## config.mk

```make
export PLATFORM = sky130hd
export DESIGN_NAME = dhglcd_ram
export DESIGN_NICKNAME = d
export VERILOG_FILES = /design/src/sv/dhglcd_ram.sv
export SDC_FILE = /design/constraint.sdc
export NUM_CORES = 2
export LEC_CHECK = 0
export CAP_MARGIN = 15
export CORE_ASPECT_RATIO = 1.1
export CORE_MARGIN = 3
export CORE_UTILIZATION = 40
export CTS_CLUSTER_SIZE = 28
export DETAILED_ROUTE_END_ITERATION = 8
export DONT_BUFFER_PORTS = 1
export GPL_TIMING_DRIVEN = 1
export PLACE_DENSITY = 0.52
export SYNTH_ARGS = -nofsm -noshare
export SYNTH_HDL_FRONTEND = slang
export SYNTH_SLANG_ARGS = --single-unit
```

## constraint.sdc

```tcl
create_clock -name clock -period 4 [get_ports clock]
set_input_delay 0.6 -clock clock [delete_from_list [all_inputs] [get_ports clock]]
set_output_delay 0.6 -clock clock [all_outputs]
set_load 0.05 [all_outputs]
```

## src/sv/dhglcd_ram.sv

```systemverilog
`default_nettype none
// ----------------------------------------------------------------------------
// dhglcd_ram
// Generic single-port RAM with registered read data.
// ----------------------------------------------------------------------------
module dhglcd_ram #(
   parameter int WIDTH = 8,
   parameter int DEPTH = 512
) (
   input  wire logic                     clock,
   input  wire logic                     wr_en,
   input  wire logic                     rd_en,
   input  wire logic [$clog2(DEPTH)-1:0] addr,
   input  wire logic [WIDTH-1:0]         wr_data,
   output logic      [WIDTH-1:0]         rd_data
);
   logic [WIDTH-1:0] mem_ff [DEPTH];

   always_ff @(posedge clock) begin
      if (wr_en) begin
         mem_ff[addr] <= wr_data;
      end
      if (rd_en) begin
         rd_data <= mem_ff[addr];
      end
   end
endmodule
`default_nettype wire
```

==> results.toml <==
[run_status]
status = "finished, violations left"
violations = "slew limit, setup timing"

[clocking]
insertion_delay_ns = 0.98
cts_num_sinks = 4104
cts_buffers = 422
h-tree-depth = 5
clk_path_buf_depth = 4
cts-root-buf = "clkbuf_16"
path_clk_slew_ns = 0.06
cts_tree = "built"

[finish]
area_delta_synth_final_pct = 18.3
seq_area_mm2 = 0.123
layout.cells.non_filler = 14239
final_layout_size_suffix_gt1_share_pct = 28.8
nFillCells = 32556
multi_input_area_mm2 = 0.0330
final_nets = 8660

[worst_hold_path]
hold_path_class = "in2reg"

[die]
die_x_um = 606
core_region_area_mm2 = 0.393
start_util_pct = 40.3
boundaryPins = 28
die_area_mm2 = 0.404
fp.dieH_um = 666
fp-row-count = 241

[placement]
io_buffers = 0
gp_congestion = 0.869
dp_hpwl_um = 282000
dp.cells = 13388

[yosys]
synth_warnings = 0
netlist_area_mm2 = 0.158
syn-num-nets = 7595
syn_avg_cell_area_um2 = 20.9
synth_seq_cells = 4104
synth_cell_types = 66
synthCells = 7575
synthArstFlopShare_pct = 0
ys_top_cells_by_area = "edfxtp_1 78%, mux4_2 12%, mux2i_1 2.7%"
synth_common_cells = "4,104 x edfxtp_1, 816 x mux4_2, 548 x nor2_1, 434 x mux2i_1, 196 x clkbuf_1"
yosysSeqAreaShare_pct = 77.8
yosysMostFrequentCell = "edfxtp_1"
synth_top_area_cell = "edfxtp_1"
synthFlopType = "edfxtp_1"
synth_edf_count = 4104
synth_top_area_share_pct = 77.8

[worst_setup_path]
worstPathArrival_ns = 4.78
cp.required_ns = 4.71
cp_cell_sequence = "buf_16 > buf_16 > buf_16 > buf_16 > mux4_2 > and3_1 > a31oi_1 > o32ai_1 > or4_1 > nor4_2 > buf_4 > nand4_1"
crit_path_start_kind = "primary input"
cp_num_buf_inv = 5
crit_type = "in2reg"
slowest_stage = "or4_1"
cp_top_family = "buffers and inverters"
critical_path.max_stage_delay_ns = 0.58
cp_common_cell = "buf_16"
critPathCaptureType = "register"
crit_fanout = 120

[pwr]
p_total_uw = 90600
powerDensity_mw_per_mm2 = 483
p_seq_share_pct = 52.4
p_comb_share_pct = 4.4
leakagePower_uw = 0.0604
switchingPower_uw = 19200
swShare_pct = 21.2
pwr-share-clk_pct = 43.2
irDropWorstVdd_v = 0.000371
power.internal_uw = 71300

[route]
drtIter0Drc = 9981
dr.pass1.iters = 6
viasPerCell = 5.86
drc = 0
wl_um = 492000
antenna_left = 0
vias = 83471
wire_per_inst_um = 34.5

[sta]
min_period_ns = 4.08
finalCritPeriodShare_pct = 102
fin_ws_ns = -0.0769
fmax_mhz = 245
hold_viol_final = 0
skew_ns = 0.0532
final_max_slew_viol_count = 829
rsz0062_at_grt = "no"
tightestPinTransition_ns = 2.19
finalSetupViolCount = 3
relSlewSlack_pct = -45.8

[job]
cap_violations = 0

[global_routing]
grt_overflow = 0
grt_max_degree = 490
grt_pass1_wl_um = 681000
grt.total_usage_pct = 24.0
antenna_found_initial = 22
grt_pass1_vias = 84161
final cells by class:
| cell class | count | area share, % |
|---|---|---|
| diodes | 20 | 0.0267 |
| flip-flops and latches | 4104 | 65.8 |
| multi-input cells | 2984 | 17.6 |
| inverters | 4 | 0.0107 |
| repair buffers | 1124 | 5.82 |
| clock buffers | 509 | 5.88 |
| well taps | 5224 | 3.49 |
| clock inverters | 270 | 1.39 |
worst register-to-register path: cells and delay by family, from the launching register on:
kind                   cells  cell delay (ns)
AND/OR/NAND/NOR            4             1.70
buffers and inverters      3             0.63
flip-flops                 1             0.37
AO/OA/AOI/OAI              2             0.33
multiplexers               1             0.16
power groups by stage:
stage	Combinational [µW]	Clock, µW	Sequential (µW)
after CTS	3590	39700	47500
after detailed placement	3280	0	48400
after floorplan	1970	0	48300
after global routing	4150	41500	47500
after global placement	3280	0	48400
final	4000	39100	47500
per-layer routing:
| layer | global-route usage (%) | vias to the layer above | wire [µm] | share of wire (%) |
|---|---|---|---|---|
| li1 | - | 33995 | - | - |
| met1 | 32.4 | 45234 | 196000 | 40 |
| met2 | 39.1 | 3517 | 238000 | 48 |
| met3 | 4.10 | 719 | 36100 | 7.3 |
| met4 | 9.45 | 6 | 21800 | 4.4 |
| met5 | 0 | - | 34 | 0.0069 |
stage by stage:
step	setup TNS (ns)	setup WS [ns]	instance area, µm²	utilization [%]	hold WS, ns
after floorplan	0	0.951	158000	-	0.699
after global placement	-4755.54	-3.55	172000	43.8	0.727
after detailed placement	-4711.65	-3.58	172000	43.9	0.726
after CTS	0	0.0659	187000	47.5	0.00528
after global routing	0	0.00557	187000	47.7	0.0105
final	-0.151	-0.0769	187000	47.7	0.0452
registers in the layout, indices dropped and copies added, names as in the netlist:
signal	count
mem_ff	4096
rd_data	8
cells in the final DEF, fill, tap and decap left out, types with 69 or more instances in the layout:
master	Yosys	final
a22oi_1	180	180
clkinv_2	0	69
nor2_1	548	538
buf_4	56	953
clkinv_1	0	118
mux2i_1	434	434
a221oi_1	91	91
clkbuf_1	196	81
nand2_1	130	124
mux4_2	816	816
a31oi_1	76	73
a21oi_1	77	77
buf_12	3	110
edfxtp_1	4104	4104
o22ai_1	118	118
clkbuf_16	0	430
kinds of logic (layout without fill, tap and decap cells):
| group | Yosys count | after routing | share of synthesized area [%] |
|---|---|---|---|
| muxes | 1268 | 1268 | 14.5 |
| DFF | 4104 | 4104 | 77.8 |
| other | 0 | 20 | 0 |
| buffers and inverters | 487 | 1907 | 1.59 |
| and+or+nand+nor | 958 | 958 | 2.73 |
| AOI/OAI and AO/OA | 758 | 758 | 3.42 |
what timing repair did:
item	in CTS	in global routing
buffers inserted	0	0
gates resized for setup	2	2
endpoints found under the setup margin	2587	5
hold buffers	17	4
gates cloned	18	2
hold endpoints to repair	412	231
worst paths after layout:
kind,start,end,slack (ns),cells after the start
worst max-delay path,addr[1],rd_data[4]$_DFFE_PP_,-0.08,12
worst min-delay path,wr_data[4],mem_ff[504][4]$_DFFE_PP_,0.05,1
worst max register to register,mem_ff[175][2]$_DFFE_PP_,rd_data[2]$_DFFE_PP_,0.58,10
worst min register to register,mem_ff[55][1]$_DFFE_PP_,rd_data[1]$_DFFE_PP_,1.01,5
Power figures use the tool's default switching activity.
